<file path="config.mk">
export PLATFORM = sky130hd
export DESIGN_NAME = hcbp_back
export DESIGN_NICKNAME = d
export VERILOG_FILES = /design/src/hcbp_pkg.sv /design/src/hcbp_back.sv
export SDC_FILE = /design/constraint.sdc
export NUM_CORES = 1
export LEC_CHECK = 0
export BUFFER_PORTS_ARGS = -buffer_cell sky130_fd_sc_hd__buf_2
export CAP_MARGIN = 5
export CORE_UTILIZATION = 45
export DETAILED_ROUTE_END_ITERATION = 12
export PLACE_DENSITY = 0.64
export SYNTH_ARGS = -nofsm -noshare
export SYNTH_HDL_FRONTEND = slang
export SYNTH_SLANG_ARGS = --single-unit
</file>
<file path="constraint.sdc">
create_clock -name clk_i -period 4.35 [get_ports clk_i]
set_input_delay 0.435 -clock clk_i [delete_from_list [all_inputs] [get_ports clk_i]]
set_output_delay 0.435 -clock clk_i [all_outputs]
set_load 0.05 [all_outputs]
</file>
<file path="src/hcbp_pkg.sv">
`timescale 1ns / 1ps
// hcbp_pkg: shared types and constants of the huffman code bit packer
// no dependencies

package hcbp_pkg;

  localparam int SYMBOL_COUNT_DEF = 256;
  localparam int MAX_CODE_LEN_DEF = 32;

  // fixed widths of the port fields
  localparam int KIND_W = 2;
  localparam int SYM_W  = 8;
  localparam int LEN_W  = 6;
  localparam int PATH_W = 32;
  localparam int BYTE_W = 8;
  localparam int PAD_W  = 3;

  // depth of the command queue between front and back
  localparam int Q_DEPTH = 2;

  typedef enum logic [KIND_W-1:0] {
    KIND_LOAD   = 2'd0,
    KIND_ENCODE = 2'd1,
    KIND_FLUSH  = 2'd2
  } kind_e;

endpackage

</file>
<file path="src/hcbp_back.sv">
`timescale 1ns / 1ps
// hcbp_back: bit packer, appends code bits and emits one byte per cycle while the output is not stalled
// uses hcbp_pkg

module hcbp_back #(
  parameter int MAX_CODE_LEN = hcbp_pkg::MAX_CODE_LEN_DEF
) (
  input  logic                                         clk_i,
  input  logic                                         rst_ni,
  input  logic                                         pop_valid_i,
  output logic                                         pop_o,
  input  logic [$clog2(MAX_CODE_LEN+1)+MAX_CODE_LEN:0] pop_data_i,
  output logic                                         out_valid_o,
  input  logic                                         out_stall_i,
  output logic [hcbp_pkg::BYTE_W-1:0]                  out_byte_o,
  output logic                                         byte_valid_o,
  output logic [hcbp_pkg::PAD_W-1:0]                   pad_bits_o,
  output logic                                         last_o
);

  import hcbp_pkg::*;

  localparam int LW = $clog2(MAX_CODE_LEN + 1);
  localparam int CMD_W = LW + MAX_CODE_LEN + 1;
  localparam int BW = MAX_CODE_LEN + BYTE_W;
  localparam int CW = $clog2(MAX_CODE_LEN + BYTE_W);

  logic [BW-1:0]           buf_q, buf_d, rev;
  logic [CW-1:0]           cnt_q, cnt_d, rest;
  logic                    busy, out_free, emit;
  logic                    cmd_flush;
  logic [LW-1:0]           cmd_len;
  logic [MAX_CODE_LEN-1:0] cmd_path;
  logic                    out_vld_q;
  logic [BYTE_W-1:0]       out_byte_q, out_byte_d;
  logic                    out_bvld_q, out_bvld_d;
  logic [PAD_W-1:0]        out_pad_q, out_pad_d;
  logic                    out_last_q, out_last_d;

  assign cmd_flush = pop_data_i[CMD_W-1];
  assign cmd_len   = pop_data_i[CMD_W-2 -: LW];
  assign cmd_path  = pop_data_i[MAX_CODE_LEN-1:0];

  // a full byte waits in the top of the buffer
  assign busy     = cnt_q >= CW'(BYTE_W);
  assign out_free = !out_vld_q || !out_stall_i;
  assign rest     = cnt_q - CW'(BYTE_W);

  // path bit 0 goes first, so it lands in the top bit; bits past the length drop
  always_comb begin
    rev = '0;
    for (int i = 0; i < MAX_CODE_LEN; i++) begin
      rev[BW-1-i] = cmd_path[i] && (LW'(i) < cmd_len);
    end
  end

  always_comb begin
    buf_d      = buf_q;
    cnt_d      = cnt_q;
    pop_o      = 1'b0;
    emit       = 1'b0;
    out_byte_d = out_byte_q;
    out_bvld_d = out_bvld_q;
    out_pad_d  = out_pad_q;
    out_last_d = out_last_q;
    if (busy) begin
      if (out_free) begin
        emit       = 1'b1;
        out_byte_d = buf_q[BW-1 -: BYTE_W];
        out_bvld_d = 1'b1;
        out_pad_d  = '0;
        out_last_d = rest < CW'(BYTE_W);
        buf_d      = buf_q << BYTE_W;
        cnt_d      = rest;
      end
    end else if (pop_valid_i) begin
      if (cmd_flush) begin
        if (out_free) begin
          emit       = 1'b1;
          pop_o      = 1'b1;
          out_byte_d = buf_q[BW-1 -: BYTE_W];
          out_bvld_d = cnt_q[2:0] != '0;
          // an empty buffer wraps eight to zero
          out_pad_d  = PAD_W'(4'd8 - {1'b0, cnt_q[2:0]});
          out_last_d = 1'b1;
          buf_d      = '0;
          cnt_d      = '0;
        end
      end else begin
        pop_o = 1'b1;
        buf_d = buf_q | (rev >> cnt_q[2:0]);
        cnt_d = cnt_q + CW'(cmd_len);
      end
    end
  end

  always_ff @(posedge clk_i or negedge rst_ni) begin
    if (!rst_ni) begin
      buf_q     <= '0;
      cnt_q     <= '0;
      out_vld_q <= 1'b0;
    end else begin
      buf_q     <= buf_d;
      cnt_q     <= cnt_d;
      out_vld_q <= emit || (out_vld_q && out_stall_i);
    end
  end

  always_ff @(posedge clk_i) begin
    out_byte_q <= out_byte_d;
    out_bvld_q <= out_bvld_d;
    out_pad_q  <= out_pad_d;
    out_last_q <= out_last_d;
  end

  assign out_valid_o  = out_vld_q;
  assign out_byte_o   = out_byte_q;
  assign byte_valid_o = out_bvld_q;
  assign pad_bits_o   = out_pad_q;
  assign last_o       = out_last_q;

  a_cnt_bound: assert property (@(posedge clk_i) disable iff (!rst_ni)
    cnt_q <= CW'(MAX_CODE_LEN + BYTE_W - 1))
    else $error("packer bit count overflow");

  a_pop_idle: assert property (@(posedge clk_i) disable iff (!rst_ni)
    pop_o |-> !busy)
    else $error("command taken while a byte is pending");

  a_empty_flush: assert property (@(posedge clk_i) disable iff (!rst_ni)
    out_vld_q && !out_bvld_q |-> out_byte_q == '0 && out_pad_q == '0 && out_last_q)
    else $error("empty flush result carries data");

endmodule

</file>
# --- Word-level counts from Yosys, hierarchy flattened ---
# Cells that the tools add are included.
# W data, S select, Z words.
classes:
  n_addsub: 3
  mul: 0
  div_mod_pow: 0
  order_cmp: 34
  n_eq_ne: 2
  n_shift: 1
  mux: 35
  bitwise_logic: 1
  n_reduce_logical: 43
ops:
  columns: ["op", "count"]
  rows:
  - ["$mux W40", 5]
  - ["$lt A5 B6 Y1 const A", 16]
  - ["$lt A4 B6 Y1 const A", 8]
  - ["$or A40 B40 Y40", 1]
  - ["$shr A40 B3 Y40", 1]
  - ["$logic_and A1 B1 Y1", 33]
  - ["$mux W8", 4]
  - ["$mux W6", 5]
  - ["$lt A3 B6 Y1 const A", 4]
  - ["$mux W1", 16]
  - ["$mux W3", 5]
  - ["$lt A1 B6 Y1 const A", 2]
  - ["$lt A2 B6 Y1 const A", 2]
  - ["$add A6 B6 Y6", 1]
  - ["$ge A6 B4 Y1 const B", 1]
  - ["$lt A6 B4 Y1 const B", 1]
  - ["$reduce_and A3 Y1", 2]
  - ["$sub A6 B4 Y6 const B", 1]
  - ["$ne A2 B1 Y1 const B", 2]
  - ["$reduce_bool A2 Y1", 2]
  - ["$reduce_bool A3 Y1", 1]
  - ["$sub A1 B3 Y3 const A", 1]
  - ["$logic_not A1 Y1", 2]
  - ["$logic_or A1 B1 Y1", 2]
  - ["$reduce_and A2 Y1", 1]
word_totals:
  register_bits: 60
  latchBits: 0
  mem_bits_rw: 0
  mem_bits_ro: 0
  in_bits: 43
  out_inout_bits: 15
  elab_cells: 126
  memories: 0

# --- Longest topological paths before layout ---
# Gate-level depths: netlist (run 1).
depth:
  word_depth: 7
  depth_mapped: 10
  depth_no_buf: 7

# --- Least setup slack after synthesis (run 1) ---
# OpenSTA, ideal clock, no wires.
synth_timing:
  path_type: "reg2out"
  from: "register cnt_q[3]"
  to: "output pop_o"
  t_arrival_ns: 1.649
  t_required_ns: 3.915
  path_slack_ns: 2.266
  stages_incl_launch_ff: 6
  path_buffers: 1
  path_cell_list: "dfrtp_1 -> or3_1 -> buf_6 -> nor2_1 -> o211ai_1 -> inv_1"
synth_between:
  elab_chain_len: 2
synth_rtl:
  columns: ["item", "line_no", "rtl"]
  rows:
  - ["from (decl)", "hcbp_back.sv:29", "logic [CW-1:0] cnt_q, cnt_d, rest;"]
  - ["from (signal assigned)", "hcbp_back.sv:104", "cnt_q <= cnt_d;"]
  - ["$ge A6 B4 Y1", "hcbp_back.sv:45", "assign busy = cnt_q >= CW'(BYTE_W);"]
  - ["$mux W1", "hcbp_back.sv:66", "if (busy) begin"]
  - ["to (decl)", "hcbp_back.sv:11", "output logic pop_o,"]
# No other way between the ends.

# --- Worst setup path after layout (run 1) ---
layout_timing:
  from: "register cnt_q[0]"
  to: "register buf_q[14]"
layout_between:
  elab_chain_len: 5
layout_rtl:
  columns: ["item", "line_no", "rtl"]
  rows:
  - ["branches (longest 5 deep; another with $ge A6 B4 Y1)", null, null]
  - ["to (signal assigned)", "hcbp_back.sv:103", "buf_q <= buf_d;"]
  - ["to (decl)", "hcbp_back.sv:28", "logic [BW-1:0] buf_q, buf_d, rev;"]
# Several ways; the timed one is not identified. The select of a mux whose other input is x is not followed.
# A chain may end at the register's enable or synchronous reset.

==> metrics, run 1 <==
status finished clean; htree depth 3; Worst path slowest cell dfrtp_2; number of enable flip-flop cells after synthesis 13; Top Ports 58; DRT antenna net count 0; core area 0.00991 mm2; max-slew violations 0; FFs w/ async S/R, synth 0.780; diodes inserted 0; Arr. time, crit path 3.44 ns; Final Power 3290 uW; DP Area 0.00482 mm2; post-synthesis sequential area ratio 0.331; GP Congestion 0.941; Vias/cell 6.63; Post-CTS Hold Buffers 0; peak supply drop 275 uV; CP cell instances or4b_1 > and3_1 > nand2_1 > a221oi_1 > nand4b_1; maxcap violations 0; fin area 0.00499 mm2; syn nets 567; Avg WL per Cell 21.4 um; post-layout net count 593; Worst-path clk slew 0.07 ns; Clock Path Buffers 2; endpoints failing hold 0; Post-CTS Setup Bufs 0; Tmin final 3.16 ns; Yosys cell types 89; clock insertion delay at the later pin of the skew report 0.35 ns; RSZ-0062 raised after global routing no; Final Cycle Share 0.727; die height 104 um; Syn. warnings 0; Synth Register Bits 59; layout cell share with drive strength beyond 1 0.194; largest net degree at the start of global routing 65; drt first-iter violations 529; drt drc 0; Vias 4498; Max stage delay on crit path 1.08 ns; row count 36; I/O Buffers 57; Initial Util 0.470; CTS tree yes; critical path type reg2reg; wirelength, routed 14500 um; first-pass GRT wire length 23400 um; gate count of the mapped netlist 514; area growth from synthesis to layout 7.26%; clock skew 0.00521 ns; Inst Count DP 662; post-synthesis cell area 0.00465 mm2; vias in the first global route 4301; Total GRT Usage 0.274; initial antenna violation count 0; leakage 0.00209 uW; Area contributors post-synth dfrtp_1 (25%), edfxtp_1 (8.4%), nand2_1 (3.7%), a22oi_1 (3.2%), mux2i_1 (3.0%); slew of the pin with the lowest slew margin 1.09 ns; Hold Path Class in2async; Syn Area/Cell 9.06 um2; Slew Limit Headroom 0.271; Crit path required time 4.63 ns; Setup crit start kind flip-flop; grt total ovfl 0; Synth Flop Type dfrtp_1; post-route insts no fill 678; post-CTS resize count 0; 1st-pass router iterations 7; CP max FO 64; CTS buffer count 9; Clock Sinks 59; CP endpoint kind flip-flop; die footprint 0.0108 mm2; Synth top area share 0.247; FMAX 316 MHz; chip width 104 um; final setup vio count 0; Power per Cell Area 659 mW/mm2; setup TNS 0 ns; largest area contributor in the netlist dfrtp_1; Final HPWL DP 10500 um; Root Buffer clkbuf_8
cell families (layout without fill, tap and decap cells):
kind of cell | after synthesis | after routing | share of synthesized area
compound gates | 212 | 212 | 0.340
simple gates | 146 | 146 | 0.164
buf+inv | 62 | 93 | 0.0812
flops | 59 | 59 | 0.331
mux | 19 | 19 | 0.0446
fa+ha+maj | 10 | 10 | 0.0285
xor+xnor | 6 | 6 | 0.0113
per-layer routing:
layer	routed length [um]	global-route usage
met1	6860	0.402
met2	6320	0.410
met3	1120	0.0378
met4	233	0.0990
met5	0	0
where the power goes:
group,switching (uW),internal [uW],leakage [uW]
Clock,232,216,0.0000893
Combinational,1180,626,0.00125
Sequential,257,783,0.000749
worst max-delay path, delay by kind of cell (launching register included):
kind | cells | cell delay [ns]
AO/OA/AOI/OAI | 1 | 0.34
flip-flops | 1 | 1.08
AND/OR/NAND/NOR | 4 | 1.66
flip-flops by register name, summed over array words and instances (netlist names):
signal	flops
cnt_q	6
buf_q	39
byte_valid_o	1
pad_bits_o	3
last_o	1
out_byte_o	8
out_valid_o	1
synthesized netlist by cell type (all sizes together) (9+ instances only):
library cell  number
a21oi             23
clkbuf            23
o211ai            18
nor3               9
inv               14
mux2i             14
a31oi              9
nor2              36
and3               9
buf               24
edfxtp            13
o221ai            13
a22oi             20
ha                 9
o21ai             34
o22ai             14
nand3             10
nand2             48
dfrtp             46
cell type report:
| class | instances | area, um2 |
|---|---|---|
| clock buffer | 10 | 138 |
| timing repair buffer | 62 | 323 |
| multi-input combinational | 393 | 2740 |
| sequential | 59 | 1540 |
| tap | 133 | 166 |
| inverter | 15 | 56.3 |
| fill | 992 | 4920 |
| clock inverter | 6 | 31.3 |
final timing paths:
path                                       start                 endpoint  slack (ns)  depth (start not counted)
min                                       rst_ni    buf_q[39]$_DFFE_PN0P_        0.18                          2
max in group asynchronous                 rst_ni     cnt_q[0]$_DFFE_PN0P_        3.73                          2
max                         cnt_q[0]$_DFFE_PN0P_    buf_q[14]$_DFFE_PN0P_        1.19                          5
min reg2reg                buf_q[32]$_DFFE_PN0P_  out_byte_o[0]$_DFFE_PP_        0.46                          0
max reg2reg                 cnt_q[0]$_DFFE_PN0P_    buf_q[14]$_DFFE_PN0P_        1.19                          5
min in group clk_i         buf_q[32]$_DFFE_PN0P_  out_byte_o[0]$_DFFE_PP_        0.46                          0
cells in the final DEF, fill, tap and decap left out, types with 4 or more instances in the layout:
| cell type | n |
|---|---|
| a211oi_1 | 5 |
| a21o_1 | 4 |
| a21oi_1 | 23 |
| a221oi_1 | 6 |
| a22o_1 | 5 |
| a22oi_1 | 20 |
| a31oi_1 | 9 |
| and2_1 | 6 |
| and3_1 | 9 |
| buf_2 | 57 |
| buf_4 | 5 |
| clkbuf_8 | 10 |
| clkinv_2 | 4 |
| dfrtp_1 | 45 |
| edfxtp_1 | 13 |
| ha_1 | 9 |
| inv_1 | 13 |
| mux2_2 | 4 |
| mux2i_1 | 14 |
| nand2_1 | 46 |
| nand3_1 | 10 |
| nor2_1 | 36 |
| nor2b_1 | 4 |
| nor3_1 | 7 |
| o211ai_1 | 18 |
| o21a_1 | 4 |
| o21ai_0 | 27 |
| o21ai_1 | 7 |
| o221ai_1 | 13 |
| o22ai_1 | 14 |
| o31ai_1 | 5 |
| xnor2_1 | 4 |
through the flow:
stage | hold WS (ns) | worst slack [ns] | utilization
detailed placement | 0.439 | 1.28 | 0.487
floorplan | 0.139 | 2.27 | -
finish | 0.176 | 1.19 | 0.504
global route | 0.225 | 0.972 | 0.504
global placement | 0.435 | 1.44 | 0.487
CTS | 0.195 | 1.26 | 0.504
No activity file was read; power rests on OpenSTA's default activity.
==> inputs of run 2 (changes only) <==
==> constraint.sdc (replaced) <==
create_clock -name clk_i -period 3.1 [get_ports clk_i]
set_input_delay 0.31 -clock clk_i [delete_from_list [all_inputs] [get_ports clk_i]]
set_output_delay 0.31 -clock clk_i [all_outputs]
set_load 0.05 [all_outputs]
==> run 2 against run 1 <==
Utilization up 1.0 points. Sequential share of layout area fell by 0.60 points. Global-route usage is 0.31 points lower. Largest power group unchanged.
==> metrics, run 2 (synthesis results as in run 1) <==
Reg-to-Reg Start cnt_q[4]$_DFFE_PN0P_ (was cnt_q[0]$_DFFE_PN0P_); Final Cycle Share 0.839; worst reg2reg path depth 7 (was 5); 1st-pass router iterations 6 (was 7); Post-CTS Hold Buffers 0 (unchanged); area growth from synthesis to layout 9.38% (was 7.26%); Clock Sinks 59 (unchanged); Vias 4560 (was 4498); layout cell share with drive strength beyond 1 0.206 (was 0.194); diodes inserted 0 (unchanged); vias in the first global route 4190 (was 4301); CP max FO 7 (was 64); RR Endpoint buf_q[14]$_DFFE_PN0P_ (unchanged); Tmin final 2.60 ns; I/O Buffers 57 (unchanged); Worst Setup SP cnt_q[3]$_DFFE_PN0P_ (was cnt_q[0]$_DFFE_PN0P_); clock skew 0.00717 ns (was 0.00521 ns); Arr. time, crit path 2.29 ns (was 3.44 ns); max FFs per register 39 (unchanged); largest net degree at the start of global routing 47 (was 65); chip width 104 um (unchanged); CP endpoint kind primary output (was flip-flop); Top Ports 58 (unchanged); wirelength, routed 14500 um (about the same); max-slew violations 0 (unchanged); grt total ovfl 0 (unchanged); peak supply drop 373 uV (was 275 uV); slew of the pin with the lowest slew margin 0.653 ns (was 1.09 ns); clock insertion delay at the later pin of the skew report 0.35 ns (about the same); initial antenna violation count 1 (was 0); Vias/cell 6.65 (was 6.63); htree depth 3 (unchanged); drt first-iter violations 502 (was 529); Seq. cell area 0.00154 mm2 (unchanged); Clock Path Buffers 2 (unchanged); die footprint 0.0108 mm2 (unchanged); CTS buffer count 9 (unchanged); drt drc 0 (unchanged); Largest Register buf_q (unchanged); Total GRT Usage 0.271 (was 0.274); die height 104 um (unchanged); Worst-path clk slew 0.07 ns (about the same); critical path type reg2out (was reg2reg); Post-CTS Setup Bufs 0 (unchanged); Setup crit start kind flip-flop (unchanged); DRT antenna net count 0 (unchanged); Hold Worst Slack 0.0437 ns (was 0.176 ns); maxcap violations 0 (unchanged); setup TNS 0 ns (unchanged); RSZ-0062 raised after global routing no (unchanged); final setup vio count 0 (unchanged); commonest non-fill, non-tap cell in the layout buf_2 (unchanged); Crit path required time 2.79 ns (was 4.63 ns); Slew Limit Headroom 0.562 (was 0.271); post-CTS resize count 0 (unchanged); most frequent cells in the layout buf_2 (57), nand2_1 (46), dfrtp_1 (45), nor2_1 (36), o21ai_0 (27) (unchanged); FMAX 384 MHz; row count 36 (unchanged); post-layout net count 601 (was 593); R2R setup slack 0.50 ns (was 1.19 ns); Power per Cell Area 946 mW/mm2 (was 659 mW/mm2); CTS tree yes (unchanged); status finished clean (unchanged); leakage 0.00215 uW (was 0.00209 uW); Root Buffer clkbuf_8 (unchanged); GP Congestion 0.925 (was 0.941); Avg WL per Cell 21.2 um (was 21.4 um); multi-input logic area 0.00274 mm2 (unchanged); Final HPWL DP 10500 um (about the same); first-pass GRT wire length 23000 um (was 23400 um); Initial Util 0.470 (unchanged); Hold Path Class in2async (unchanged); Final Util 0.514 (was 0.504); endpoints failing hold 0 (unchanged); fill cell count 986 (was 992); core area 0.00991 mm2 (unchanged)
## run 2: changes by cell type in the layout (fill, tap and decap cells not counted), sizes merged
cell,previous run,this run
buf,62,70
bufinv,0,2
clkinv,6,5
clkinvlp,1,0
## run 2: routing by layer
metal  track usage  share of wire
met5             0        0.00062
met2         0.405           0.45
met4         0.108          0.023
met1         0.391           0.44
met3        0.0434          0.088
## run 2: cell type report
type                       count  area share
multi-input combinational    393       0.537
sequential                    59       0.303
timing repair buffer          70      0.0752
tap                          133      0.0327
clock buffer                  10      0.0251
clock inverter                 6      0.0157
inverter                      15      0.0111
## run 2: how the worst max path moves through the flow
stage / to / slack, ns / cells past startpoint
2_1_floorplan: buf_q[31]$_DFFE_PN0P_ / 1.06 / 9
3_3_place_gp: buf_q[14]$_DFFE_PN0P_ / 0.66 / 7
3_5_place_dp: buf_q[14]$_DFFE_PN0P_ / 0.58 / 7
4_1_cts: pop_o / 0.50 / 5
5_1_grt: buf_q[14]$_DFFE_PN0P_ / 0.36 / 7
6_report: pop_o / 0.50 / 5
## run 2: per-stage QoR
step | worst slack, ns | instances | instance area, um2 | power [uW]
final | 0.498 | 686 | 5090 | 4820
after global routing | 0.358 | 686 | 5090 | 5090
after CTS | 0.498 | 686 | 5090 | 4770
after detailed placement | 0.576 | 670 | 4880 | 3990
after global placement | 0.664 | 670 | 4880 | 3960
after floorplan | 1.06 | 514 | 4650 | 3370
## run 2: report_power, final
part           switching (uW)  internal (uW)  total (uW)
Combinational            1790            921        2710
Clock                     326            447         773
Sequential                236           1100        1340
Total                    2350           2470        4820
## run 2: critical path: stages, from the launching register on
cell and delay, ns:
dfrtp_1 0.47, or3_1 0.54, nor2_1 0.31, o211ai_1 0.14
inv_1 0.17, buf_2 0.30
==> inputs of run 3 (changes only) <==
==> constraint.sdc (replaced) <==
create_clock -name clk_i -period 2.7 [get_ports clk_i]
set_input_delay 0.27 -clock clk_i [delete_from_list [all_inputs] [get_ports clk_i]]
set_output_delay 0.27 -clock clk_i [all_outputs]
set_load 0.05 [all_outputs]
==> run 3 against run 2 <==
Sequential power rose by 13%. Clock skew rose by 0.0059 ns. First-iteration DRC count fell by 2.6%. Clock-buffer cell count rose by 2. Hold slack improved by 0.23 ns. Utilization rose by 1.0 points. Sequential cell count did not move. Via count rose by 0.59%. Critical endpoint unchanged.
==> metrics, run 3 (synthesis results as in run 1) <==
first-pass GRT wire length 23100 um (was 23000 um); 1st-pass router iterations 5 (was 6); CP top delay family simple AND/OR/NAND/NOR gates (unchanged); I/O Buffers 57 (unchanged); wirelength, routed 14700 um (was 14500 um); Crit path required time 2.43 ns (was 2.79 ns); Clock Sinks 59 (unchanged); area growth from synthesis to layout 11.6% (was 9.38%); Tmin final 2.61 ns; Setup crit start kind flip-flop (unchanged); Final Power 5660 uW (was 4820 uW); Clock Path Buffers 2 (unchanged); final setup vio count 0 (unchanged); Total GRT Usage 0.273 (was 0.271); layout cell share with drive strength beyond 1 0.217 (was 0.206); Arr. time, crit path 2.34 ns (was 2.29 ns); Power per Cell Area 1090 mW/mm2 (was 946 mW/mm2); CTS buffer count 9 (unchanged); maxcap violations 0 (unchanged); Largest Register buf_q (unchanged); DRT antenna net count 0 (unchanged); endpoints failing hold 0 (unchanged); Worst-path clk slew 0.08 ns (was 0.07 ns); clock insertion delay at the later pin of the skew report 0.35 ns (about the same); Vias/cell 6.60 (was 6.65); DP Area 0.00496 mm2 (was 0.00488 mm2); initial antenna violation count 0 (was 1); Cell Int Power 2940 uW (was 2470 uW); fin area 0.00519 mm2 (was 0.00509 mm2); max-slew violations 0 (unchanged); Switch Pwr 2720 uW (was 2350 uW); drt drc 0 (unchanged); peak supply drop 327 uV (was 373 uV); Top Ports 58 (unchanged); Avg WL per Cell 21.2 um (about the same); slew of the pin with the lowest slew margin 0.696 ns (was 0.653 ns); die height 104 um (unchanged); max FFs per register 39 (unchanged); chip width 104 um (unchanged); CTS tree yes (unchanged); GP Congestion 0.938 (was 0.925); Worst path slowest cell or3_1 (unchanged); Root Buffer clkbuf_8 (unchanged); Slew Limit Headroom 0.533 (was 0.562); clock skew 0.0131 ns (was 0.00717 ns); core area 0.00991 mm2 (unchanged); Final HPWL DP 10900 um (was 10500 um); buffers plus inverters on the worst setup path 2 (unchanged); htree depth 3 (unchanged); critical path type reg2out (unchanged); row count 36 (unchanged); Comb power frac 0.568 (was 0.562); Final Cycle Share 0.966; Inst Count DP 678 (was 670); post-route insts no fill 695 (was 686); CP cell instances or3_1 > nor2_1 > o211ai_1 > inv_1 > buf_2 (unchanged); leakage 0.00220 uW (was 0.00215 uW); status finished clean (unchanged); Hold Path Class in2reg (was in2async); Reg power frac 0.268 (was 0.278); die footprint 0.0108 mm2 (unchanged); post-layout net count 610 (was 601); CP endpoint kind primary output (unchanged); most frequent cells in the layout buf_2 (57), nand2_1 (46), dfrtp_1 (45), nor2_1 (36), o21ai_0 (27) (unchanged); setup TNS 0 ns (unchanged); vias in the first global route 4135 (was 4190); CP max FO 7 (unchanged); Hold Worst Slack 0.272 ns (was 0.0437 ns); post-CTS resize count 0 (unchanged); Vias 4587 (was 4560); drt first-iter violations 489 (was 502); largest net degree at the start of global routing 47 (unchanged); grt total ovfl 0 (unchanged); diodes inserted 0 (unchanged); Initial Util 0.470 (unchanged); FMAX 384 MHz; Net Sw Frac 0.480 (was 0.487); clock power share 0.165 (was 0.160); Max stage delay on crit path 0.56 ns (was 0.54 ns); RSZ-0062 raised after global routing no (unchanged); commonest non-fill, non-tap cell in the layout buf_2 (unchanged)
[run 3: cell count changes in the layout (fill, tap and decap cells not counted), sizes merged]
cell / previous run / this run
buf: 70 / 78
clkinv: 5 / 2
clkbuf: 10 / 12
clkinvlp: 0 / 1
dlygate4sd3: 0 / 1
[run 3: power by group through the flow]
stage / combinational, uW / clock (uW) / sequential (uW)
global placement: 3130 / 0 / 1510
detailed placement: 3150 / 0 / 1520
floorplan: 2120 / 0 / 1750
global route: 3440 / 984 / 1540
CTS: 3170 / 938 / 1510
finish: 3210 / 933 / 1510
[run 3: cell type report]
class	instances	area [um2]
clock buffer	12	155
clock inverter	4	72.6
fill	958	4720
inverter	15	56.3
multi-input combinational	393	2740
sequential	59	1540
tap	133	166
timing repair buffer	79	465
[run 3: worst paths after layout]
kind                                       start                      end  slack, ns  cells after the start
min                                  pop_valid_i     cnt_q[2]$_DFFE_PN0P_       0.27                      3
min reg2reg                buf_q[34]$_DFFE_PN0P_  out_byte_o[2]$_DFFE_PP_       0.46                      0
max in group asynchronous                 rst_ni    buf_q[23]$_DFFE_PN0P_       1.55                      3
max                         cnt_q[3]$_DFFE_PN0P_                    pop_o       0.09                      5
max reg2reg                 cnt_q[3]$_DFFE_PN0P_    buf_q[28]$_DFFE_PN0P_       0.37                      6
min in group asynchronous                 rst_ni    buf_q[27]$_DFFE_PN0P_       0.51                      2
[run 3: metrics by stage]
| step | setup slack (ns) | util |
|---|---|---|
| floorplan | 0.659 | - |
| global placement | 0.486 | 0.500 |
| detailed placement | 0.436 | 0.500 |
| CTS | 0.139 | 0.524 |
| global route | 0.0268 | 0.524 |
| finish | 0.0927 | 0.524 |
[run 3: routing by layer]
metal / track usage / wire length, um / part of all wire / up-vias
met3: 0.0315 / 1130 / 0.077 / 27
li1: - / - / - / 2084
met5: 0 / 0 / 0 / -
met4: 0.0827 / 323 / 0.022 / 0
met2: 0.418 / 6610 / 0.45 / 267
met1: 0.403 / 6650 / 0.45 / 2209
[run 3: worst reg2reg max path, cell delays in order, from the launching register on]
cell	delay, ns
dfrtp_1	0.52
ha_1	0.22
or4b_1	0.45
buf_4	0.18
a21boi_4	0.40
a22oi_1	0.20
o211ai_1	0.23
[run 3: what timing repair did]
action                                  in CTS  in global routing
endpoints found under the setup margin       0                  0
endpoints found under the hold margin       24                  0
buffers inserted                             0                  0
hold buffers                                 1                  0
