--- src/hcbp_pkg.sv ---
`timescale 1ns / 1ps
// hcbp_pkg: shared types and constants of the huffman code bit packer
// no dependencies

package hcbp_pkg;

  localparam int SYMBOL_COUNT_DEF = 256;
  localparam int MAX_CODE_LEN_DEF = 32;

  // fixed widths of the port fields
  localparam int KIND_W = 2;
  localparam int SYM_W  = 8;
  localparam int LEN_W  = 6;
  localparam int PATH_W = 32;
  localparam int BYTE_W = 8;
  localparam int PAD_W  = 3;

  // depth of the command queue between front and back
  localparam int Q_DEPTH = 2;

  typedef enum logic [KIND_W-1:0] {
    KIND_LOAD   = 2'd0,
    KIND_ENCODE = 2'd1,
    KIND_FLUSH  = 2'd2
  } kind_e;

endpackage

--- src/hcbp_fifo.sv ---
`timescale 1ns / 1ps
// hcbp_fifo: short command queue between front and back
// uses hcbp_pkg for its depth

module hcbp_fifo #(
  parameter int WIDTH = 8
) (
  input  logic             clk_i,
  input  logic             rst_ni,
  input  logic             push_valid_i,
  output logic             push_ready_o,
  input  logic [WIDTH-1:0] push_data_i,
  output logic             pop_valid_o,
  input  logic             pop_i,
  output logic [WIDTH-1:0] pop_data_o
);

  import hcbp_pkg::*;

  localparam int PW = $clog2(Q_DEPTH);
  localparam int CW = $clog2(Q_DEPTH + 1);

  logic [WIDTH-1:0] slot_q [Q_DEPTH];
  logic [PW-1:0]    wr_q, rd_q;
  logic [CW-1:0]    cnt_q;
  logic             push, pop;

  assign push_ready_o = cnt_q != CW'(Q_DEPTH);
  assign pop_valid_o  = cnt_q != '0;
  assign push         = push_valid_i && push_ready_o;
  assign pop          = pop_i && pop_valid_o;
  assign pop_data_o   = slot_q[rd_q];

  always_ff @(posedge clk_i) begin
    if (push) begin
      slot_q[wr_q] <= push_data_i;
    end
  end

  always_ff @(posedge clk_i or negedge rst_ni) begin
    if (!rst_ni) begin
      wr_q  <= '0;
      rd_q  <= '0;
      cnt_q <= '0;
    end else begin
      if (push) begin
        wr_q <= (wr_q == PW'(Q_DEPTH - 1)) ? '0 : wr_q + 1'b1;
      end
      if (pop) begin
        rd_q <= (rd_q == PW'(Q_DEPTH - 1)) ? '0 : rd_q + 1'b1;
      end
      cnt_q <= cnt_q + CW'(push) - CW'(pop);
    end
  end

  a_cnt_bound: assert property (@(posedge clk_i) disable iff (!rst_ni)
    cnt_q <= CW'(Q_DEPTH))
    else $error("queue count beyond depth");

  a_pop_nonempty: assert property (@(posedge clk_i) disable iff (!rst_ni)
    pop_i |-> cnt_q != '0)
    else $error("pop from empty queue");

endmodule

--- config.mk ---
export PLATFORM = sky130hd
export DESIGN_NAME = hcbp_fifo
export DESIGN_NICKNAME = d
export VERILOG_FILES = /design/src/hcbp_pkg.sv /design/src/hcbp_fifo.sv
export SDC_FILE = /design/constraint.sdc
export NUM_CORES = 1
export LEC_CHECK = 0
export BUFFER_PORTS_ARGS = -buffer_cell sky130_fd_sc_hd__buf_2
export CAP_MARGIN = 20
export CORE_MARGIN = 5
export CORE_UTILIZATION = 49
export DETAILED_ROUTE_END_ITERATION = 7
export HOLD_SLACK_MARGIN = 0.03
export PLACE_DENSITY = 0.75
export SYNTH_ARGS = -nofsm -noshare
export SYNTH_HDL_FRONTEND = slang
export SYNTH_SLANG_ARGS = --single-unit
--- constraint.sdc ---
create_clock -name clk_i -period 1.8 [get_ports clk_i]
set_input_delay 0.27 -clock clk_i [delete_from_list [all_inputs] [get_ports clk_i]]
set_output_delay 0.27 -clock clk_i [all_outputs]
set_load 0.02 [all_outputs]
# --- Yosys cells after proc, flatten, opt, wreduce, memory -nomap -nowiden ---
# Memory sizes are Yosys's and may differ from the RTL's.
# Index checks and enable logic that the tools add are counted.
op_classes:
  reduce_logical: 3
  eq_ne: 1
  n_addsub: 4
  n_mux: 4
op_table:
  columns: ["operator", "count"]
  rows:
  - ["$mux W1", 4]
  - ["$add A1 B1 Y1 const B", 2]
  - ["$add A2 B1 Y2", 1]
  - ["$logic_and A1 B1 Y1", 2]
  - ["$ne A2 B2 Y1 const B", 1]
  - ["$reduce_bool A2 Y1", 1]
  - ["$sub A2 B1 Y2", 1]
totals:
  output_inout_bits: 10
  n_memories: 1
  regBits: 4
  mem_bits_rw: 16
memory_table:
  columns: ["name", "words", "word_bits", "rd", "rd_ports_with_merged_regs", "wr", "line", "text"]
  rows:
  - ["slot_q", 2, 8, 1, 0, 1, "hcbp_fifo.sv:23", "logic [WIDTH-1:0] slot_q [Q_DEPTH];"]

# --- Logic depth before layout (Yosys ltp) ---
# Gate-level depths: netlist of the first run.
logic_depth:
  word_depth: 4
  ltp_mapped: 5
  ltp_nobuf: 5

# --- Least setup slack after synthesis of the first run ---
# OpenSTA, ideal clock, no wires.
synth_timing:
  path_type: "register to register"
  startpoint: "reg cnt_q[0]"
  endpoint: "mem slot_q[0][0] (enable)"
  period_less_slack_ns: 1.552
  t_arrival_ns: 1.182
  path_slack_ns: 0.248
  required_ns: 1.430
  path_stages_with_launch: 4
  setup_time_ns: 0.370
  path_cell_list: "dfrtp_1 nand2b_1 nand2_1 nor2_1"
synth_between:
  elab_chain_cells: 4
synth_rtl:
  columns: ["element", "line", "text"]
  rows:
  - ["from (decl)", "hcbp_fifo.sv:25", "logic [CW-1:0] cnt_q;"]
  - ["from (signal assigned)", "hcbp_fifo.sv:52", "cnt_q <= cnt_q + CW'(push) - CW'(pop);"]
  - ["$ne A2 B2 Y1", "hcbp_fifo.sv:28", "assign push_ready_o = cnt_q != CW'(Q_DEPTH);"]
  - ["net push_ready_o", "hcbp_fifo.sv:11", "output logic push_ready_o,"]
  - ["$logic_and A1 B1 Y1", "hcbp_fifo.sv:30", "assign push = push_valid_i && push_ready_o;"]
  - ["$mux W1", "hcbp_fifo.sv:35", "if (push) begin"]
  - ["$mux W1 (implied by the code)", "hcbp_fifo.sv:36", "slot_q[wr_q] <= push_data_i;"]
  - ["to (decl)", "hcbp_fifo.sv:23", null]
# The timed path passes the listed nets, and every way through them passes these cells.

# --- Worst setup path after layout of the first run ---
layout_timing:
  startpoint: "reg rd_q"
  endpoint: "out pop_data_o[5]"
layout_between:
  elab_chain_cells: 1
layout_rtl:
  columns: ["element", "line", "text"]
  rows:
  - ["from (decl)", "hcbp_fifo.sv:24", "logic [PW-1:0] wr_q, rd_q;"]
  - ["from (signal assigned)", "hcbp_fifo.sv:50", "rd_q <= (rd_q == PW'(Q_DEPTH - 1)) ? '0 : rd_q + 1'b1;"]
  - ["$mem_v2 Z2 W8", null, null]
  - ["to (decl)", "hcbp_fifo.sv:15", "output logic [WIDTH-1:0] pop_data_o"]
# Every way passes these cells.

==> run summary, run 1 <==
The run finished with clean final reports. For this configuration, the core starts out at a cell density of 52.4%. The library cell used most frequently in the layout, excluding fill and tap cells, is sky130_fd_sc_hd__buf_2. After layout, the worst setup slack is 0.118 ns.

Worst path required time: 1.53 ns. The number of max-slew violations in the final report came out at 0. The average cell area after synthesis is 17.7 um2, and the setup TNS is 0 ns. Setup repair after global routing left no endpoint under its margin. The run gives 0 as the number of antenna violations at the first check in global routing. For this block, the via count after detailed routing is 438.

The run gives 0.707 as the final weighted congestion of routability-driven global placement. The final critical delay including setup and external delays is 1.68 ns, and the number of warning messages in the yosys log is 0. Post-synth net total: 58. The tools report the critical path capture point type as an output port. The endpoint identified for the worst register-to-register timing path is cnt_q[1]. Count of input and output buffers: 21. In this run the worst setup path begins at rd_q. The tools report the largest net degree at the start of global routing as 12. STA classifies the critical path startpoint as a register.

The H-tree depth was 1; the die height was 50.4 um. After layout, the design draws a total of 1.57 mW. The first detailed-routing pass ran for 3 iterations.

CTS saw 20 sinks. The tools report the launch instance of the worst min-delay path as push_data_i[2]. The run gives 2010 um as the first-pass GRT wire length.

After clock tree synthesis, the clock-pin slew on the worst setup and hold paths is 0.10 ns. Walking the worst path, the cells encountered are mux2_2, buf_2. The logs give 0 for the number of antenna repair diodes and 2540 um2 for the area enclosed by the die boundary. The detailed-route DRC error count is 0, and the largest fanout on the critical path is 9. The tightest min-delay check is of the input pin to register type.

The maximum buffer depth of the clock tree was 2; the number of endpoints failing setup at the final stage was 0. The first routing iteration left 11 violations. The count of cells along the worst hold path was 1. Synthesis produced a netlist whose cell count is 45. The critical register-to-register path startpoint is cnt_q[0]. Estimated wirelength of the detail-placed design: 942 um. The count of buffer and inverter cells on the critical path was 1.

The fraction of final layout cells with drive strength greater than 1 was 51.4%; the average wire length per cell after detail routing was 14.2 um. In the layout the commonest cells are sky130_fd_sc_hd__buf_2, sky130_fd_sc_hd__edfxtp_1, sky130_fd_sc_hd__mux2_2. The number of global-route vias before repair is 447, and the worst slack on hold paths is 0.162 ns. 22 I/O pins were placed.

TritonCTS built the clock tree. The sequential cell area fraction in the yosys report is 72.7%. In the final design database the tool counted 86 nets.

The global route total overflow is 0. The final cycle utilization of the critical path is 93.5%, and the minimum setup slack among reg-to-reg paths is 0.43 ns. Cell with the largest stage delay on the worst path: sky130_fd_sc_hd__dfrtp_1. The cell row count came out at 14.

The synthesized netlist contains 16 unique library cells. The number of hold-slack violations in the final timing report is 0, and the worst endpoint data arrival time is 1.41 ns. At the pin with the least slew margin, the transition time is 0.375 ns. The worst pin sits at a relative slew slack of 75.0%. For this design the ratio of total power to cell area is 1600 nW/um2.

After synthesis the cells add up to 798 um2. The buffer type at the clock tree root is sky130_fd_sc_hd__clkbuf_4. The tools report the static leakage as 0.395 nW. The end of the worst hold path was slot_q[1][2].

The maximum clock frequency is 0.594 GHz, and the width of the chip is 50.4 um. Once the clock tree was built, the resizer swapped 0 gates to a different size. The tools report the clock latency reported for the late side of the worst-skew pair as 0.29 ns. In this run the standard cell core region covers 1520 um2. Buffers inserted during clock tree synthesis total 3. The wire length after detailed routing came out at 1250 um. The final clock skew was 0.00245 ns; the post-route antenna net violation count was 0. Grouping stages by cell kind, the critical path spends the most delay in flip-flops. The run gives 0 as the count of max-cap constraint violations. At the placement stage, the worst setup path has a slack of 0.427 ns.

The largest incremental delay on the critical path is 0.58 ns, and the peak ir drop on the vdd network is 0.929 mV. Critical path start-end classification: register to output port. The via-per-instance ratio was 4.98. The combined global-route utilization of all metal layers is 10.6%, and the number of synthesized register bits is 20. The depth of the worst register-to-register path was 5; the area overhead of the layout relative to synthesis was 22.7%.
==> sequential cells by signal (all words and copies together) (netlist names) <==
signal  flops
cnt_q       2
rd_q        1
slot_q     16
wr_q        1
==> through the flow <==
step	area [um2]	cells	utilization (%)
2_1_floorplan	798	45	-
3_3_place_gp	933	83	61.2
3_5_place_dp	933	83	61.2
4_1_cts	980	88	64.3
5_1_grt	980	88	64.3
6_report	980	88	64.3
==> layer usage <==
layer  GRT usage [%]  routed length, um  up-vias
met5               0                  0        -
met4            3.83                  0        0
met3            2.96                 65        0
met2            17.8                675        9
met1            12.9                509      206
li1                -                  -      223
==> cell families (layout without fill, tap and decap cells) <==
kind of cell    after synthesis  after routing  share of synthesized area, %
flops                        20             20                          72.7
simple gates                  9              9                          6.90
mux                           8              8                          11.3
compound gates                3              3                          3.60
xor+xnor                      3              3                          3.29
fa+ha+maj                     1              1                          1.57
buf+inv                       1             28                         0.626
==> worst max-delay path by stage <==
stage	to	slack (ns)	cells past startpoint
after detailed placement	pop_data_o[0]	0.43	2
after floorplan	slot_q[0][0]	0.25	3
after global placement	pop_data_o[7]	0.45	2
final	pop_data_o[5]	0.12	2
after CTS	pop_data_o[5]	0.08	2
after global routing	pop_data_o[0]	0.02	2
==> where the power goes <==
| part | leakage (nW) | internal (mW) | switching (mW) |
|---|---|---|---|
| clock network | 0.0210 | 0.123 | 0.125 |
| registers | 0.196 | 0.644 | 0.0981 |
| logic | 0.178 | 0.270 | 0.308 |
==> area by class of cell <==
class | instances | area (um2)
clock buffer | 4 | 36.3
fill | 115 | 544
multi-input combinational | 24 | 213
sequential | 20 | 581
tap | 16 | 20.0
timing repair buffer | 24 | 130
==> cells in the mapped netlist <==
library cell	number	area (um2)
sky130_fd_sc_hd__edfxtp_1	16	480
sky130_fd_sc_hd__mux2_2	8	90.1
sky130_fd_sc_hd__dfrtp_1	4	100
sky130_fd_sc_hd__xnor2_1	3	26.3
sky130_fd_sc_hd__nand2_1	2	7.51
sky130_fd_sc_hd__nor2_1	2	7.51
sky130_fd_sc_hd__a21oi_1	1	5.00
sky130_fd_sc_hd__a311oi_1	1	8.76
sky130_fd_sc_hd__a311oi_2	1	15.0
sky130_fd_sc_hd__and2b_1	1	7.51
sky130_fd_sc_hd__and3_2	1	7.51
sky130_fd_sc_hd__and4bb_1	1	12.5
sky130_fd_sc_hd__buf_2	1	5.00
sky130_fd_sc_hd__ha_1	1	12.5
sky130_fd_sc_hd__nand2b_1	1	6.26
sky130_fd_sc_hd__or2_1	1	6.26
==> repair_timing <==
action / 4_1_cts / 5_1_grt
hold buffers: 1 / 0
hold endpoints to repair: 4 / 0
endpoints found under the setup margin: 0 / 0
setup buffers: 0 / 0
Power figures use the tool's default switching activity.
==> run 2: changes to the inputs <==
- ABC_AREA: unset -> 1
==> run 2 against run 1 <==
Clock power about the same; total power increased by 7.2%; fmax increased by 4.8%; clock skew decreased by 0.0019 ns; critical path type unchanged; critical endpoint is now pop_data_o[4]; largest cell class unchanged; largest power group unchanged.
==> run summary, run 2 <==
The flow ran to the end, and the final reports show no timing, DRC or antenna violations. The tools report the final weighted congestion of routability-driven global placement as 0.737. STA classifies the critical path startpoint as a register. Estimated wirelength of the detail-placed design: 1100 um. The clock passes through at most 2 buffers. In this run the clock root is driven by a sky130_fd_sc_hd__clkbuf_4. For the portion of total power attributed to the clock network, the log shows 14.8%.

In the post-route analysis, the smallest setup slack over all paths is 0.194 ns. The run gives 86 as the post-synth net total. In the synthesized netlist the async set-or-reset flop fraction comes to 20.0%. The width of the chip was 51.0 um; the combinational group share of total power was 41.5%.

The largest registers in the layout are slot_q: 16 flops, cnt_q: 2 flops. Setup repair after global routing left no endpoint under its margin. The reported net switching power is 683 uW, and the final critical delay including setup and external delays is 1.61 ns. After detailed placement, the design holds a cell count of 111.

The number of antenna diodes in the final layout is 0. At the pin with the least slew margin, the transition time is 0.500 ns. The floorplan step defined a core boundary enclosing 1540 um2. The detailed-route DRC error count is 0.

The H-tree depth is 1. Port buffering added 21 buffers. Counting the buffers created by CTS gives 3. In this run the remaining antenna-violating nets after routing total 0.

The wire length after detailed routing was 1520 um. TritonCTS built the clock tree. The floorplan has 14 rows.

After routing the design area is 1000 um2. The internal power of the cells totals 998 uW. The setup slack after placement was 0.392 ns; the static leakage was 0.478 nW. At the end of the flow the core is filled with cells to 65.1%. The worst path required time came out at 1.53 ns. Leaving out fill and tap cells, the most frequent cells in the layout are sky130_fd_sc_hd__nand2_1, sky130_fd_sc_hd__buf_2, sky130_fd_sc_hd__edfxtp_1. Summed over all instances, the cell type with the most area after synthesis is sky130_fd_sc_hd__edfxtp_1. In this run the worst hold path is classified as input pin to register. Commonest non-fill, non-tap cell in the layout: sky130_fd_sc_hd__nand2_1. Yosys instantiated no cell more often than sky130_fd_sc_hd__nand2_1.

The boundary pin count is 22, and the number of warning messages in the yosys log is 0. Counting flops and latches in the post-synthesis netlist gives 20. The number of clock sinks seen by CTS is 20. Data on the critical path arrives at its endpoint at 1.34 ns.

Summed over all layers, the global routing overflow is 0. From bottom edge to top edge, the die measures 51.0 um. In this run, post-CTS repair resized a total of 0 instances.

The number of max-slew violations in the final report was 0; the register clock-pin slew on the reported worst setup and hold paths was 0.10 ns. The clock latency reported for the late side of the worst-skew pair is 0.29 ns, and the fraction of final layout cells with drive strength greater than 1 is 36.0%. The number of hold-slack violations in the final timing report is 0. The tools report the final clock skew as 0.000586 ns.

The number of global-route vias before repair was 557. In the synthesized netlist the dominant register cell turns out to be sky130_fd_sc_hd__edfxtp_1. The number of antenna violations at the first check in global routing came out at 0.

In this run, synthesis inferred 16 flip-flops with an integrated enable. Hold timing on the final database bottoms out at a slack of 0.161 ns. Overall power consumption after layout is estimated at 1.68 mW.

In the post-synthesis netlist, the biggest area contributors are sky130_fd_sc_hd__edfxtp_1, sky130_fd_sc_hd__nand2_1, sky130_fd_sc_hd__dfrtp_1. Number of standard cells after synthesis: 73. Area overhead of the layout relative to synthesis: 22.1%. In the finished design, the share of the clock period the worst path needs comes to 89.2%.

The combined global-route utilization of all metal layers was 12.8%. In the routed layout, each cell is associated on average with a via count of 4.78. Dividing the detail-routed wire length by the instance count gives 13.1 um. The first routing iteration left 9 violations. The max-slew headroom at the worst pin was 66.6%; the distinct cell type count after synthesis was 15. By count the netlist is led by sky130_fd_sc_hd__nand2_1, sky130_fd_sc_hd__edfxtp_1, sky130_fd_sc_hd__inv_1. In this run the biggest area consumer among cell types represents 58.4% of the synthesized area. The run gives 2600 um2 as the area enclosed by the die boundary. Count of nets after finishing: 114. The tools report the number of detailed-route iterations in the first pass as 3.

The tools report the first-pass GRT wire length as 2420 um. The run gives 822 um2 as the netlist area before placement. Sequential cells were found to cover 70.6% of the synthesized design area. The setup path with the least slack is of type register to output port.

Once placement finished, the instance area stood at 957 um2. Derived from the worst setup path, the maximum achievable clock frequency is 0.623 GHz. Net switching is 40.6% of the power. The register with the most flip-flops in the layout has 16 of them.

The critical path starts at rd_q. The launch instance of the worst min-delay path was push_data_i[6]. Critical path capture point type: an output port.

The critical register-to-register path startpoint is cnt_q[1]. The initial utilization of the core area, before any placement, comes to 53.3%. Of the total power, registers draw 43.7%. Detailed routing inserted a total of 555 vias. Across the run, the number of max-cap violations was 0. Each instance of the synthesized netlist takes up on average 11.3 um2. Entering global routing, the biggest net connects 12 pins. The tools report the setup TNS as 0 ns. For the number of endpoints failing setup at the final stage, the log shows 0. Counting flops per register, the top entry is slot_q. In this run the worst path has a maximum fanout of 9. The power density normalized to cell area works out to 1680 nW/um2. For this run, the number of standard cells in the final layout without fillers is 116. Across the VDD grid, the largest voltage drop is 0.984 mV.
[run 2: changes by cell type in the layout (fill, tap and decap cells not counted), moves of 2 or more]
cell and change:
sky130_fd_sc_hd__nand2_2 +3, sky130_fd_sc_hd__nand2_1 +27, sky130_fd_sc_hd__inv_1 +6, sky130_fd_sc_hd__nor2_2 +3, sky130_fd_sc_hd__mux2_2 -8, sky130_fd_sc_hd__xnor2_1 -3
sky130_fd_sc_hd__nand3_1 +2, sky130_fd_sc_hd__inv_2 +2
[run 2: worst max-delay path: stages (launching register included)]
cell	delay, ns
sky130_fd_sc_hd__dfrtp_1	0.52
sky130_fd_sc_hd__inv_2	0.22
sky130_fd_sc_hd__nand2_1	0.08
sky130_fd_sc_hd__nand2_1	0.07
sky130_fd_sc_hd__buf_2	0.16
[run 2: path summary, 6_finish.rpt]
check	slack, ns	to	depth (start not counted)
max	0.19	pop_data_o[4]	4
min	0.16	slot_q[0][6]	1
max reg2reg	0.40	slot_q[1][5]	3
min reg2reg	0.54	wr_q	2
max in group asynchronous	1.39	wr_q	2
min in group asynchronous	0.30	cnt_q[0]	2
[run 2: power by group through the flow]
| stage | registers (mW) | logic (mW) | clock network, mW |
|---|---|---|---|
| 2_1_floorplan | 0.699 | 0.504 | 0 |
| 3_3_place_gp | 0.736 | 0.674 | 0 |
| 3_5_place_dp | 0.745 | 0.702 | 0 |
| 4_1_cts | 0.734 | 0.709 | 0.257 |
| 5_1_grt | 0.752 | 0.777 | 0.281 |
| 6_report | 0.734 | 0.698 | 0.249 |
[run 2: per-layer routing]
| metal | vias up | global-route usage (%) | wire length [um] |
|---|---|---|---|
| li1 | 289 | - | - |
| met1 | 254 | 14.2 | 584 |
| met2 | 12 | 22.1 | 831 |
| met3 | 0 | 4.36 | 105 |
| met4 | 0 | 5.11 | 0 |
| met5 | - | 0 | 0 |
[run 2: cell families (layout without fill, tap and decap cells)]
logic type               after synthesis  after routing  synth area share [%]
buffers and inverters                  9             36                  4.26
flip-flops                            20             20                  70.6
AND/OR/NAND/NOR                       40             40                  21.3
adder cells (fa/ha/maj)                1              1                  1.52
AO/OA/AOI/OAI                          2              2                  1.22
XOR/XNOR                               1              1                  1.07
[run 2: timing repair]
action,4_1_cts,5_1_grt
buffers inserted,0,0
hold endpoints to repair,4,0
hold buffers,1,0
[run 2: layout make-up]
class                           instances  area [um2]
Clock buffer                            4        36.3
Multi-Input combinational cell         44         206
Timing Repair Buffer                   24         130
Inverter                                8        30.0
Fill cell                             134         538
Sequential cell                        20         581
Tap cell                               16        20.0
==> run 3: changes to the inputs <==
--- a/config.mk
+++ b/config.mk
@@ -10,7 +10,10 @@
 export CAP_MARGIN = 20
+export CELL_PAD_IN_SITES_DETAIL_PLACEMENT = 0
+export CELL_PAD_IN_SITES_GLOBAL_PLACEMENT = 2
+export CORE_ASPECT_RATIO = 0.6
 export CORE_MARGIN = 5
-export CORE_UTILIZATION = 49
+export CORE_UTILIZATION = 31
 export DETAILED_ROUTE_END_ITERATION = 7
 export HOLD_SLACK_MARGIN = 0.03
-export PLACE_DENSITY = 0.75
+export PLACE_DENSITY_LB_ADDON = 0.1
 export SYNTH_ARGS = -nofsm -noshare
==> constraint.sdc (replaced) <==
create_clock -name clk_i -period 1.8 [get_ports clk_i]
set_input_delay 0.09 -clock clk_i [delete_from_list [all_inputs] [get_ports clk_i]]
set_output_delay 0.09 -clock clk_i [all_outputs]
set_load 0.02 [all_outputs]
==> run 3 against run 2 <==
Clock skew increased by 0.00074 ns; global-route usage decreased by 4.2 points; via count decreased by 1.3%; wire length decreased by 1.7%; clock power increased by 16%; critical path depth increased by 7.
==> run summary, run 3 (synthesized netlist as in run 2, its figures left out) <==
Summing all multi-input logic gate instances after layout gives 206 um2. The H-tree depth is 1. The net count of the finished layout is 119. The register clock-pin slew on the reported worst setup and hold paths was 0.07 ns; the final critical delay including setup and external delays was 1.43 ns. The number of global-route vias before repair came out at 505. For the sequential cell area in the final layout, the log shows 581 um2.

The slowest stage of the critical path belongs to the cell sky130_fd_sc_hd__dfrtp_1. In the final routed layout, each cell accounts on average for 10.9 um. The via-per-instance ratio came out at 4.00.

The worst path uses 79.7% of the clock period. After layout, the worst setup slack is 0.366 ns. After filler insertion, the fill cell instance count of the layout stands at 249. Leaving out fill and tap cells, the most frequent cell in the layout is sky130_fd_sc_hd__nand2_1. The maximum clock frequency came out at 0.697 GHz. Detailed placement finished with a half-perimeter wire length of 1100 um. Along the worst path, the maximum fanout reaches 5. In this run the tightest slew margin relative to its limit is 66.9%. Data on the critical path arrives at its endpoint at 1.57 ns.

The count of cells along the worst hold path works out to 1. The setup slack after placement came out at 0.363 ns. The first global-routing pass estimated 2460 um of wire. The area overhead of the layout relative to synthesis works out to 32.0%. TritonCTS built the clock tree. The register with the most flip-flops in the layout has 16 of them. For this design the ratio of total power to cell area is 1580 nW/um2. From bottom edge to top edge, the die measures 49.9 um. The detail route stage leaves a number of antenna-violating nets equal to 0. Buffers placed on the I/O ports in this run total 21. The tools report the static leakage as 0.500 nW. The logs give 43.0% for the final cell utilization of the core and 7 for the hold-fix buffer count after cts. The top cell types in the final layout, fill and taps aside, are sky130_fd_sc_hd__nand2_1, sky130_fd_sc_hd__buf_2, sky130_fd_sc_hd__edfxtp_1.

Walking the worst path, the cells encountered are nor2_1, nor2_2, nand2_2, nand2_1, ha_1, inv_1, nand2_1, nand2_2, inv_1, nand2_1, nand2_1. After clock tree synthesis, the repair step resized 0 gates. The tools report the final instance count without filler cells as 137. The logs give 0 for the number of antenna violations at the first check in global routing and 3 for the total CTS buffers. The tools report the number of antenna repair diodes as 0.

For the number of hold-slack violations in the final timing report, the log shows 0. In this run the count of I/O pins placed on the die edge is 22. Class of the most critical hold timing path: input pin to register. The tools report the worst slack on hold paths as 0.0334 ns. The logs give 126 for the placed instance count and 0 for the number of endpoints failing setup at the final stage. The tree is rooted in a sky130_fd_sc_hd__clkbuf_8. The detailed router finished its first iteration with 24 violations.

The congestion estimate from routability-driven global placement came to 0.740. The register with the most flip-flops in the final layout is slot_q. On the worst path, the slowest cell contributes a delay of 0.44 ns. After detailed routing, the number of remaining DRC violations is 0. The global route total overflow is 0, and the wire length after detailed routing is 1490 um.

In the final layout, the registers with the most flip-flops are slot_q: 16 flops, cnt_q: 2 flops. Setup repair after global routing left no endpoint under its margin. In this run the post-CTS setup repair buffer count came out at 0.

The logs give 2520 um2 for the core outline area and 2 for the maximum buffer depth of the clock tree. The cell row count is 14, and the worst path required time is 1.93 ns. Counting every sink on the clock net gives 20. The tools report the largest net degree at the start of global routing as 12.

The worst setup path is captured at a register. Max-cap violations in this run came to 0. The critical path start-end classification is register to register. The actual transition at the worst max-transition pin works out to 0.496 ns.

The clock reaches the later pin of the worst-skew pair after 0.25 ns. In the global route stage, overall resource usage came out at 8.60%. The category of the worst setup path launch point is a register. In this design, the critical path's most frequently occurring cell is sky130_fd_sc_hd__nand2_1. The run gives 0 as the number of max-slew violations in the final report. The final clock skew came out at 0.00133 ns.

The die is 76.5 um wide. The via count was 548; the peak ir drop on the vdd network was 0.638 mV. The initial utilization of the core area, before any placement, comes to 32.6%. The area enclosed by the die boundary came out at 3820 um2.

The first detailed-routing pass ran for 4 iterations. Cells with a size suffix above 1 make up 32.4% of the layout. The flow ran to the end, and the final reports show no timing, DRC or antenna violations. The depth of the worst register-to-register path came out at 11.

Setup TNS: 0 ns.
run 3: cell types whose count changed in the layout (fill, tap and decap cells not counted), sizes merged:
| cell | before | now |
|---|---|---|
| buf | 23 | 22 |
| dlygate4sd3 | 1 | 7 |
run 3: final cells by class:
type                       instances  share of cell area (%)
inverter                           8                    2.77
timing repair buffer              29                    16.8
clock buffer                       4                    4.15
tap                               32                    3.69
multi-input combinational         44                    19.0
sequential                        20                    53.5
run 3: final timing paths:
check	from	endpoint	slack [ns]
setup / recovery	cnt_q[1]	cnt_q[1]	0.37
hold / removal	push_data_i[7]	slot_q[0][7]	0.03
setup reg to reg	cnt_q[1]	cnt_q[1]	0.37
hold reg to reg	wr_q	wr_q	0.54
max in group asynchronous	rst_ni	rd_q	1.52
min in group asynchronous	rst_ni	cnt_q[0]	0.17
run 3: power breakdown:
group,switching (mW),total (mW),internal [mW]
logic,0.460,0.690,0.229
registers,0.0927,0.737,0.644
clock network,0.131,0.288,0.157
total,0.684,1.71,1.03
run 3: routing by layer:
metal | track usage (%) | wire length [um] | up-vias | part of all wire [%]
li1 | - | - | 301 | -
met1 | 11.7 | 742 | 232 | 50
met2 | 11.5 | 624 | 13 | 42
met3 | 4.73 | 117 | 2 | 7.8
met4 | 2.62 | 8 | 0 | 0.54
met5 | 0 | 0 | - | 0
run 3: critical path: cells and delay by family, from the launching register on:
kind                     cells  cell delay (ns)
AND/OR/NAND/NOR              8             0.58
adder cells (fa/ha/maj)      1             0.20
buffers and inverters        2             0.10
flip-flops                   1             0.44
run 3: through the flow:
step,instance area (um2),total power [mW]
floorplan,822,1.20
global placement,970,1.44
detailed placement,970,1.44
CTS,1080,1.75
global route,1080,1.85
finish,1080,1.71
